### config.mk
export PLATFORM = sky130hd
export DESIGN_NAME = yiq_box_lip_pixel_detect_core_flat
export DESIGN_NICKNAME = d
export VERILOG_FILES = /design/src/yblpd_pkg.sv /design/src/yblpd_stream_if.sv /design/src/yiq_box_lip_pixel_detect_core.sv /design/src/flat_wrapper.sv
export SDC_FILE = /design/constraint.sdc
export NUM_CORES = 1
export LEC_CHECK = 0
export BUFFER_PORTS_ARGS = -buffer_cell sky130_fd_sc_hd__buf_2
export CORE_AREA = 2 2 292 265
export DETAILED_ROUTE_END_ITERATION = 12
export DIE_AREA = 0 0 294 267
export MAX_ROUTING_LAYER = met4
export PLACE_DENSITY_LB_ADDON = 0.08
export SLEW_MARGIN = 30
export SYNTH_ARGS = -nofsm -noshare
export SYNTH_HDL_FRONTEND = slang
export SYNTH_SLANG_ARGS = --single-unit
### constraint.sdc
create_clock -name clk -period 6.03 [get_ports clk]
set_input_delay 0.603 -clock clk [delete_from_list [all_inputs] [get_ports clk]]
set_output_delay 0.603 -clock clk [all_outputs]
set_load 0.01 [all_outputs]
### src/yblpd_pkg.sv
// shared types, widths and constants for the yiq lip pixel detector
package yblpd_pkg;

	localparam int CHAN_W      = 8;
	localparam int SAMPLE_W    = 19;
	localparam int CFG_INDEX_W = 3;
	localparam int CFG_DATA_W  = 9;

	typedef logic [CHAN_W-1:0]             chan_t;
	typedef logic signed [SAMPLE_W-1:0]    sample_t;
	typedef logic [CFG_INDEX_W-1:0]        cfg_index_t;
	typedef logic [CFG_DATA_W-1:0]         cfg_data_t;

	typedef enum logic [CFG_INDEX_W-1:0] {
		REG_LUMA_LOW        = 3'd0,
		REG_LUMA_HIGH       = 3'd1,
		REG_INPHASE_LOW     = 3'd2,
		REG_INPHASE_HIGH    = 3'd3,
		REG_QUADRATURE_LOW  = 3'd4,
		REG_QUADRATURE_HIGH = 3'd5
	} cfg_reg_t;

	// coefficients scaled by 1000
	localparam sample_t K_YR = 19'sd299;
	localparam sample_t K_YG = 19'sd587;
	localparam sample_t K_YB = 19'sd114;
	localparam sample_t K_IR = 19'sd596;
	localparam sample_t K_IG = 19'sd275;
	localparam sample_t K_IB = 19'sd321;
	localparam sample_t K_QR = 19'sd212;
	localparam sample_t K_QG = 19'sd523;
	localparam sample_t K_QB = 19'sd311;
	localparam sample_t SCALE = 19'sd1000;

	// thresholds after reset, already scaled
	localparam sample_t RST_LUMA_LOW        = 19'sd80000;
	localparam sample_t RST_LUMA_HIGH       = 19'sd220000;
	localparam sample_t RST_INPHASE_LOW     = 19'sd12000;
	localparam sample_t RST_INPHASE_HIGH    = 19'sd78000;
	localparam sample_t RST_QUADRATURE_LOW  = 19'sd7000;
	localparam sample_t RST_QUADRATURE_HIGH = 19'sd25000;

	localparam chan_t CHAN_MAX  = 8'd255;
	localparam chan_t CHAN_ZERO = 8'd0;

	function automatic sample_t mul_chan(chan_t c, sample_t k);
		sample_t ext;
		ext = $signed({{(SAMPLE_W-CHAN_W){1'b0}}, c});
		return ext * k;
	endfunction

endpackage

### src/yblpd_stream_if.sv
// valid/ready stream interfaces for pixels in and results out
interface yblpd_pixel_if;
	import yblpd_pkg::*;
	logic  valid;
	logic  ready;
	chan_t red;
	chan_t green;
	chan_t blue;

	modport source (output valid, output red, output green, output blue, input ready);
	modport sink   (input valid, input red, input green, input blue, output ready);
endinterface

interface yblpd_result_if;
	import yblpd_pkg::*;
	logic  valid;
	logic  ready;
	chan_t red_out;
	chan_t green_out;
	chan_t blue_out;
	logic  is_lip;

	modport source (output valid, output red_out, output green_out, output blue_out,
		output is_lip, input ready);
	modport sink   (input valid, input red_out, input green_out, input blue_out,
		input is_lip, output ready);
endinterface

### src/yiq_box_lip_pixel_detect_core.sv
// top level: rgb to yiq conversion, window test and magenta marking
// pipeline: a pixel transaction passes the multiply, sum and compare registers in turn before
// its result is offered; one pixel per clock while result.ready is high, and each stage holds
// only while the one after it is full and stalled, so a waiting result does not block intake
// into emptier stages
// reset: arst_n clears all valid bits and loads the default thresholds
module yiq_box_lip_pixel_detect_core (
	input  logic                   clk,
	input  logic                   arst_n,
	input  logic                   cfg_wr_en,
	input  yblpd_pkg::cfg_index_t  cfg_index,
	input  yblpd_pkg::cfg_data_t   cfg_data,
	yblpd_pixel_if.sink            pixel,
	yblpd_result_if.source         result
);
	import yblpd_pkg::*;

	sample_t lo_y_q, hi_y_q, lo_i_q, hi_i_q, lo_q_q, hi_q_q;
	sample_t cfg_luma_scaled, cfg_chroma_scaled;

	assign cfg_luma_scaled   = mul_chan(cfg_data[CHAN_W-1:0], SCALE);
	assign cfg_chroma_scaled = sample_t'($signed(cfg_data)) * SCALE;

	always_ff @(posedge clk or negedge arst_n) begin
		if (!arst_n) begin
			lo_y_q <= RST_LUMA_LOW;
			hi_y_q <= RST_LUMA_HIGH;
			lo_i_q <= RST_INPHASE_LOW;
			hi_i_q <= RST_INPHASE_HIGH;
			lo_q_q <= RST_QUADRATURE_LOW;
			hi_q_q <= RST_QUADRATURE_HIGH;
		end else if (cfg_wr_en) begin
			unique case (cfg_index)
				REG_LUMA_LOW:        lo_y_q <= cfg_luma_scaled;
				REG_LUMA_HIGH:       hi_y_q <= cfg_luma_scaled;
				REG_INPHASE_LOW:     lo_i_q <= cfg_chroma_scaled;
				REG_INPHASE_HIGH:    hi_i_q <= cfg_chroma_scaled;
				REG_QUADRATURE_LOW:  lo_q_q <= cfg_chroma_scaled;
				REG_QUADRATURE_HIGH: hi_q_q <= cfg_chroma_scaled;
				default: ;
			endcase
		end
	end

	logic valid_s1, valid_s2, valid_s3;
	logic adv_s1, adv_s2, adv_s3;

	assign adv_s3      = !valid_s3 || result.ready;
	assign adv_s2      = !valid_s2 || adv_s3;
	assign adv_s1      = !valid_s1 || adv_s2;
	assign pixel.ready = adv_s1;

	// stage 1: constant products
	chan_t   r_s1, g_s1, b_s1;
	sample_t yr_s1, yg_s1, yb_s1, ir_s1, ig_s1, ib_s1, qr_s1, qg_s1, qb_s1;

	always_ff @(posedge clk or negedge arst_n) begin
		if (!arst_n) begin
			valid_s1 <= 1'b0;
		end else if (adv_s1) begin
			valid_s1 <= pixel.valid;
		end
	end

	always_ff @(posedge clk) begin
		if (adv_s1 && pixel.valid) begin
			r_s1  <= pixel.red;
			g_s1  <= pixel.green;
			b_s1  <= pixel.blue;
			yr_s1 <= mul_chan(pixel.red,   K_YR);
			yg_s1 <= mul_chan(pixel.green, K_YG);
			yb_s1 <= mul_chan(pixel.blue,  K_YB);
			ir_s1 <= mul_chan(pixel.red,   K_IR);
			ig_s1 <= mul_chan(pixel.green, K_IG);
			ib_s1 <= mul_chan(pixel.blue,  K_IB);
			qr_s1 <= mul_chan(pixel.red,   K_QR);
			qg_s1 <= mul_chan(pixel.green, K_QG);
			qb_s1 <= mul_chan(pixel.blue,  K_QB);
		end
	end

	// stage 2: component sums
	chan_t   r_s2, g_s2, b_s2;
	sample_t y_s2, i_s2, q_s2;

	always_ff @(posedge clk or negedge arst_n) begin
		if (!arst_n) begin
			valid_s2 <= 1'b0;
		end else if (adv_s2) begin
			valid_s2 <= valid_s1;
		end
	end

	always_ff @(posedge clk) begin
		if (adv_s2 && valid_s1) begin
			r_s2 <= r_s1;
			g_s2 <= g_s1;
			b_s2 <= b_s1;
			y_s2 <= yr_s1 + yg_s1 + yb_s1;
			i_s2 <= ir_s1 - ig_s1 - ib_s1;
			q_s2 <= qr_s1 - qg_s1 + qb_s1;
		end
	end

	// stage 3: window test and output select
	logic hit;

	assign hit = (y_s2 >= lo_y_q) && (y_s2 <= hi_y_q)
		&& (i_s2 >= lo_i_q) && (i_s2 <= hi_i_q)
		&& (q_s2 >= lo_q_q) && (q_s2 <= hi_q_q);

	chan_t r_s3, g_s3, b_s3;
	logic  lip_s3;

	always_ff @(posedge clk or negedge arst_n) begin
		if (!arst_n) begin
			valid_s3 <= 1'b0;
		end else if (adv_s3) begin
			valid_s3 <= valid_s2;
		end
	end

	always_ff @(posedge clk) begin
		if (adv_s3 && valid_s2) begin
			lip_s3 <= hit;
			r_s3   <= hit ? CHAN_MAX  : r_s2;
			g_s3   <= hit ? CHAN_ZERO : g_s2;
			b_s3   <= hit ? CHAN_MAX  : b_s2;
		end
	end

	assign result.valid     = valid_s3;
	assign result.red_out   = r_s3;
	assign result.green_out = g_s3;
	assign result.blue_out  = b_s3;
	assign result.is_lip    = lip_s3;

endmodule

### src/flat_wrapper.sv
// flat-port wrapper written by rule: the top's interface ports become plain ports
module yiq_box_lip_pixel_detect_core_flat import yblpd_pkg::*;
  (clk, arst_n, cfg_wr_en, cfg_index, cfg_data, pixel_valid, pixel_red, pixel_green, pixel_blue, pixel_ready, result_valid, result_red_out, result_green_out, result_blue_out, result_is_lip, result_ready);
  yblpd_pixel_if pixel_i ();
  yblpd_result_if result_i ();
  input  logic clk;
  input  logic arst_n;
  input  logic cfg_wr_en;
  input  yblpd_pkg::cfg_index_t cfg_index;
  input  yblpd_pkg::cfg_data_t cfg_data;
  input wire logic [$bits(pixel_i.valid)-1:0] pixel_valid;
  input wire logic [$bits(pixel_i.red)-1:0] pixel_red;
  input wire logic [$bits(pixel_i.green)-1:0] pixel_green;
  input wire logic [$bits(pixel_i.blue)-1:0] pixel_blue;
  output wire logic [$bits(pixel_i.ready)-1:0] pixel_ready;
  output wire logic [$bits(result_i.valid)-1:0] result_valid;
  output wire logic [$bits(result_i.red_out)-1:0] result_red_out;
  output wire logic [$bits(result_i.green_out)-1:0] result_green_out;
  output wire logic [$bits(result_i.blue_out)-1:0] result_blue_out;
  output wire logic [$bits(result_i.is_lip)-1:0] result_is_lip;
  input wire logic [$bits(result_i.ready)-1:0] result_ready;
  assign pixel_i.valid = pixel_valid;
  assign pixel_i.red = pixel_red;
  assign pixel_i.green = pixel_green;
  assign pixel_i.blue = pixel_blue;
  assign pixel_ready = pixel_i.ready;
  assign result_valid = result_i.valid;
  assign result_red_out = result_i.red_out;
  assign result_green_out = result_i.green_out;
  assign result_blue_out = result_i.blue_out;
  assign result_is_lip = result_i.is_lip;
  assign result_i.ready = result_ready;
  yiq_box_lip_pixel_detect_core u_core (.clk(clk), .arst_n(arst_n), .cfg_wr_en(cfg_wr_en), .cfg_index(cfg_index), .cfg_data(cfg_data), .pixel(pixel_i), .result(result_i));
endmodule
==> run_results.csv, run 1 <==
group,metric,value,unit
setup_path,crit_type,"primary input to register",
timing,finalMaxSlewViolations,0,
setup_path,arrival,5000,ps
synthesis,synth_compound_area_share,9.23,%
setup_path,crit_buf_inv,5,
setup_path,endpoint_kind,"register",
power,powerDensity,495,nW/µm²
setup_path,crit_slowest_cell,"fa_1",
synthesis,synthMuxAreaShare,1.41,%
placed_design,placed_cell_area,29400,µm²
synthesis,synth-simple-area-share,6.91,%
die,fp.dieArea,78500,µm²
setup_path,cp.depth,16,
synthesis,yosysSeqAreaShare,35.9,%
synthesis,synthTopCellsByArea,"edfxtp_1 27%, ha_1 23%, fa_1 12%",
synthesis,async_flop_share,28.0,%
final_layout,fin_util,40.9,%
routing,num_vias,17600,
min_path,hold_path.startpoint,"pixel_valid",
timing,period_share,75.5,%
power,p_comb_share,53.7,%
min_path,whs_endpoint,"u_core.valid_s1",
setup_path,cpLargestDelayFamily,"adder cells",
power,finalPower,15.3,mW
timing,timing_hold_violations_final,0,
cts,tritoncts,"built",
synthesis,synth_adder_area_share,34.8,%
power,switching_share,42.1,%
final_layout,nFillCells,7288,
final_layout,area_delta_synth_final,11.3,%
power,ir_drop,249,µV
placed_design,dp_hpwl,55.9,mm
cts,clock_latency,580,ps
timing,relSlewSlack,43.8,%
setup_path,cp-start-kind,"primary input",
synthesis,synth_nets,3217,
final_layout,multi_input_area,15900,µm²
synthesis,synth-xor-area-share,4.79,%
routing,wl_per_cell,19.0,µm
timing,setup_viol,0,
timing,fmax,0.220,GHz
synthesis,synth_edf_count,250,
final_layout,seq_area,9980,µm²
cts,ctsRootBufferMaster,"clkbuf_16",
synthesis,synthCells,2503,
synthesis,syn_area,27800,µm²
routing,dr.first_iter.drc_count,731,
setup_path,worstRegToRegCells,10,
final_layout,nets,3326,
power,p_leak,14.6,nW
routing,ant_nets,0,
routing,drc_errors,0,
die,initial_core_util,36.8,%
final_layout,drive_above_1_share,9.36,%
routing,first_pass_iters,5,
timing,clock_skew,16.4,ps
routing,viasPerCell,4.84,
global_route,grt_start_max_net_pins,73,
placed_design,portBuffers,67,
synthesis,yosys-top-cells-count,"505 x ha_1, 489 x inv_1, 250 x edfxtp_1",
cts,clockBufferDepth,3,
synthesis,yosys_warnings,0,
power,p_clk_share,18.4,%
run_status,status,"completed",
timing,fin_setup_tns,0,ps
die,dieWidth,294,µm
timing,setup_slack,1480,ps
placed_design,place.gp.congestion,0.872,
setup_path,required,6480,ps
synthesis,netlist.area_leader.share,27.0,%
setup_path,r2r-start,"u_core.yg_s1[2]",
placed_design,dpl_worst_slack,860,ps
global_route,grt_overflow,0,
setup_path,path_max_fanout,8,
routing,wl,69.0,mm
setup_path,r2r_end,"u_core.y_s2[18]",
synthesis,avgSynthCellArea,11.1,µm²
synthesis,ys_types,74,
timing,final.min_clock_period,4550,ps
cts,path_clk_slew,60,ps
global_route,grt_first_pass_wirelength,109,mm
job,maxCapViolCount,0,
synthesis,synthMostInstantiatedCell,"ha_1",
final_layout,fin_area,30900,µm²
global_route,grt_antenna_before_repair,3,
setup_path,r2r_slack,2250,ps
cts,cts-buffers-inserted,45,
die,core_region_area,75600,µm²
die,die_h,267,µm
synthesis,ys_ff_latch,347,
synthesis,synth_flop_cell,"edfxtp_1",
power,power.switching,6.45,mW
min_path,hp-class,"primary input to register",
synthesis,synth_top_family_by_area,"adder cells",
setup_path,slowest_delay,550,ps
power,intPower,8.87,mW
die,rows,96,
power,pwr-share-seq,27.9,%
setup_path,crit_path_cell_trace,"buf_2 > inv_1 > fa_1 > inv_1 > fa_1 > fa_1 > inv_1 > fa_1 > inv_1 > ha_1 > or3_1 > o211ai_1 > nand3_1 > o41ai_1 > xor2_1 > o21ai_0",
global_route,first_global_vias,18800,
cts,clock_sinks,347,
synthesis,yosysTopAreaCell,"edfxtp_1",
global_route,track_usage,18.8,%
cts,h-tree-depth,2,
timing,tightest_slew,843,ps
min_path,worstHoldPathCells,2,
timing,rsz0062_at_grt,"no",
cts,postCtsSetupBuffers,0,
die,io_pins,68,
[worst max path at each step]
| stage | end | startpoint |
|---|---|---|
| after CTS | u_core.lo_q_q[18] | cfg_data[7] |
| after global routing | u_core.hi_i_q[18] | cfg_data[7] |
| final | u_core.lo_q_q[18] | cfg_data[7] |
| after detailed placement | u_core.lo_q_q[18] | cfg_data[7] |
| after global placement | u_core.lo_q_q[18] | cfg_data[7] |
| after floorplan | u_core.b_s1[0] | result_ready |
[final cells by class]
class,instances,area share (%)
Antenna cell,2,0.0162
Clock buffer,58,3.86
Clock inverter,26,1.13
Inverter,489,5.94
Multi-Input combinational cell,1651,51.4
Sequential cell,347,32.3
Tap cell,980,3.96
Timing Repair Buffer,78,1.38
[repair_timing]
action                                  4_1_cts  5_1_grt
hold endpoints to repair                     13        0
hold buffers                                  1        0
endpoints found under the setup margin        0        0
resized for setup                             0        0
[through the flow]
step / instances / hold WS (ps)
final: 3631 / 234
after global routing: 3630 / 210
after CTS: 3629 / 190
after detailed placement: 3544 / 406
after global placement: 3543 / 402
after floorplan: 2503 / 307
[power by group through the flow]
stage	Combinational, mW	Sequential [mW]	Clock (mW)
finish	8.22	4.28	2.81
global route	9.36	4.37	3.00
CTS	8.30	4.30	2.91
detailed placement	8.22	4.34	0
global placement	8.14	4.33	0
floorplan	5.91	4.08	0
[flip-flops by register name, indices dropped and copies added (netlist names), 14 cells and up]
name	flops
u_core.hi_q_q	16
u_core.hi_y_q	15
u_core.lo_y_q	15
u_core.hi_i_q	16
u_core.lo_i_q	16
u_core.lo_q_q	16
u_core.qb_s1	16
u_core.i_s2	19
u_core.yg_s1	17
u_core.yr_s1	16
u_core.ig_s1	14
u_core.y_s2	19
u_core.q_s2	18
[cells by family after synthesis]
kind of cell    count (synthesis)
mux                            35
fa+ha+maj                     673
simple gates                  392
flops                         347
compound gates                399
xor+xnor                      152
buf+inv                       505
[per-layer routing]
| layer | GRT usage, % | part of all wire, % |
|---|---|---|
| met5 | - | 0 |
| met4 | 6.03 | 3.2 |
| met3 | 2.42 | 3.0 |
| met2 | 30.0 | 46 |
| met1 | 24.7 | 48 |
[layout by cell type, fill, tap and decap left out, drive strengths merged, types with 77 or more instances in the layout]
cell and count:
a21oi 118, buf 77, edfxtp 250, fa 168, ha 505, inv 495, nand2 123, nor2 81
o21ai 104, xnor2 115
Power figures use the tool's default switching activity.
==> run 2: changes to the inputs <==
clock period = 4.75 ns   (was 6.03 ns; I/O delays follow)
==> run_results.csv, run 2 (synthesis gave the netlist of run 1 again) <==
group,metric,value,unit
die,rows,96,
timing,fin_setup_tns,0,ps
global_route,grt_start_max_net_pins,110,
setup_path,cp-start-kind,"primary input",
die,initial_core_util,36.8,%
die,die_h,267,µm
timing,hold_ws,107,ps
cts,clockBufferDepth,3,
setup_path,endpoint_kind,"register",
die,fp.dieArea,78500,µm²
timing,finalMaxSlewViolations,0,
final_layout,area_delta_synth_final,12.4,%
power,powerDensity,627,nW/µm²
timing,relSlewSlack,51.7,%
setup_path,arrival,4630,ps
global_route,first_global_vias,18900,
setup_path,crit_type,"primary input to register",
cts,postCtsSetupBuffers,0,
global_route,grt_overflow,0,
routing,ant_nets,0,
die,io_pins,68,
final_layout,antennaDiodeCount,0,
placed_design,dp_hpwl,56.9,mm
global_route,track_usage,19.1,%
setup_path,path_max_fanout,5,
timing,period_share,88.2,%
placed_design,portBuffers,67,
die,core_region_area,75600,µm²
final_layout,nets,3373,
routing,wl,69.5,mm
timing,fmax,0.239,GHz
global_route,grt_first_pass_wirelength,110,mm
timing,tightest_slew,725,ps
placed_design,place.gp.congestion,0.870,
timing,timing_hold_violations_final,0,
cts,ctsRootBufferMaster,"clkbuf_16",
final_layout,mostFrequentLayoutCell,"ha_1",
routing,num_vias,17700,
cts,clock_sinks,347,
setup_path,crit_start,"cfg_data[5]",
timing,final.min_clock_period,4190,ps
cts,clock_latency,590,ps
timing,rsz0062_at_grt,"no",
run_status,status,"completed",
global_route,grt_antenna_before_repair,4,
final_layout,fin_util,41.3,%
routing,first_pass_iters,4,
final_layout,seq_area,9980,µm²
power,p_leak,14.8,nW
final_layout,fin_area,31200,µm²
routing,wl_per_cell,18.9,µm
cts,tritoncts,"built",
routing,viasPerCell,4.82,
final_layout,final_cell_mix,"505 x ha_1, 489 x inv_1, 250 x edfxtp_1",
final_layout,reg.largest.list,"u_core.i_s2 (19), u_core.y_s2 (19), u_core.q_s2 (18)",
routing,drc_errors,0,
final_layout,nFillCells,7233,
power,ir_drop,414,µV
min_path,hold_path.startpoint,"pixel_valid",
routing,dr.first_iter.drc_count,633,
setup_path,required,5190,ps
cts,cts-buffers-inserted,43,
job,maxCapViolCount,0,
setup_path,r2r-start,"u_core.r_s1[0]",
cts,path_clk_slew,60,ps
final_layout,drive_above_1_share,10.7,%
timing,setup_viol,0,
timing,clock_skew,18.2,ps
placed_design,placed_cell_area,29800,µm²
cts,h-tree-depth,2,
min_path,hp-class,"primary input to register",
die,dieWidth,294,µm
final_layout,multi_input_area,15900,µm²
-- run 2: worst paths after layout --
path                                endpoint  slack, ps  cells past startpoint
setup / recovery           u_core.lo_q_q[18]        560                     16
hold / removal               u_core.valid_s1        110                      2
setup reg to reg             u_core.q_s2[15]        940                     10
hold reg to reg               u_core.r_s2[3]        410                      0
max in group asynchronous   u_core.lo_i_q[7]       3330                      4
min in group asynchronous  u_core.lo_y_q[17]        310                      2
-- run 2: through the flow --
| stage | std cells | power, mW | setup WS [ps] |
|---|---|---|---|
| 3_5_place_dp | 3592 | 16.3 | -58.5 |
| 3_3_place_gp | 3591 | 16.2 | -10.6 |
| 4_1_cts | 3672 | 19.9 | 584 |
| 5_1_grt | 3673 | 21.5 | 184 |
| 2_1_floorplan | 2503 | 12.7 | 150 |
| 6_report | 3673 | 19.6 | 559 |
-- run 2: final cells by class --
cell class / count / share of cell area [%]
clock buffers: 56 / 3.63
inverters: 489 / 5.88
well taps: 980 / 3.93
clock inverters: 23 / 0.957
repair buffers: 127 / 2.72
multi-input cells: 1651 / 50.9
flip-flops and latches: 347 / 32.0
-- run 2: what timing repair did --
| item | CTS | global route |
|---|---|---|
| endpoints found under the hold margin | 1 | 0 |
| resized for setup | 0 | 0 |
| hold buffers | 1 | 0 |
-- run 2: worst max-delay path, stage by stage --
cell      delay [ps]
buf_2            150
inv_1             90
fa_1             530
inv_1             60
fa_1             460
fa_1             540
inv_1             50
fa_1             530
inv_1             40
ha_1             200
or3_1            390
o211ai_1         190
nand3_1          140
o41ai_1          320
xor2_1           310
o21ai_0          140
-- run 2: power breakdown --
part	internal (mW)	leakage [nW]	total, mW	switching [mW]
combinational	4.58	10.6	10.8	6.18
sequential	4.79	3.54	5.44	0.646
clock	2.02	0.701	3.40	1.38
total	11.4	14.8	19.6	8.21
-- run 2: routing by layer --
layer | global-route usage, % | routed length, µm | vias up
met1 | 25.3 | 33300 | 8563
met3 | 1.98 | 1770 | 93
met2 | 31.2 | 32800 | 187
met4 | 4.98 | 1720 | 0
met5 | - | 0 | -
li1 | - | - | 8860
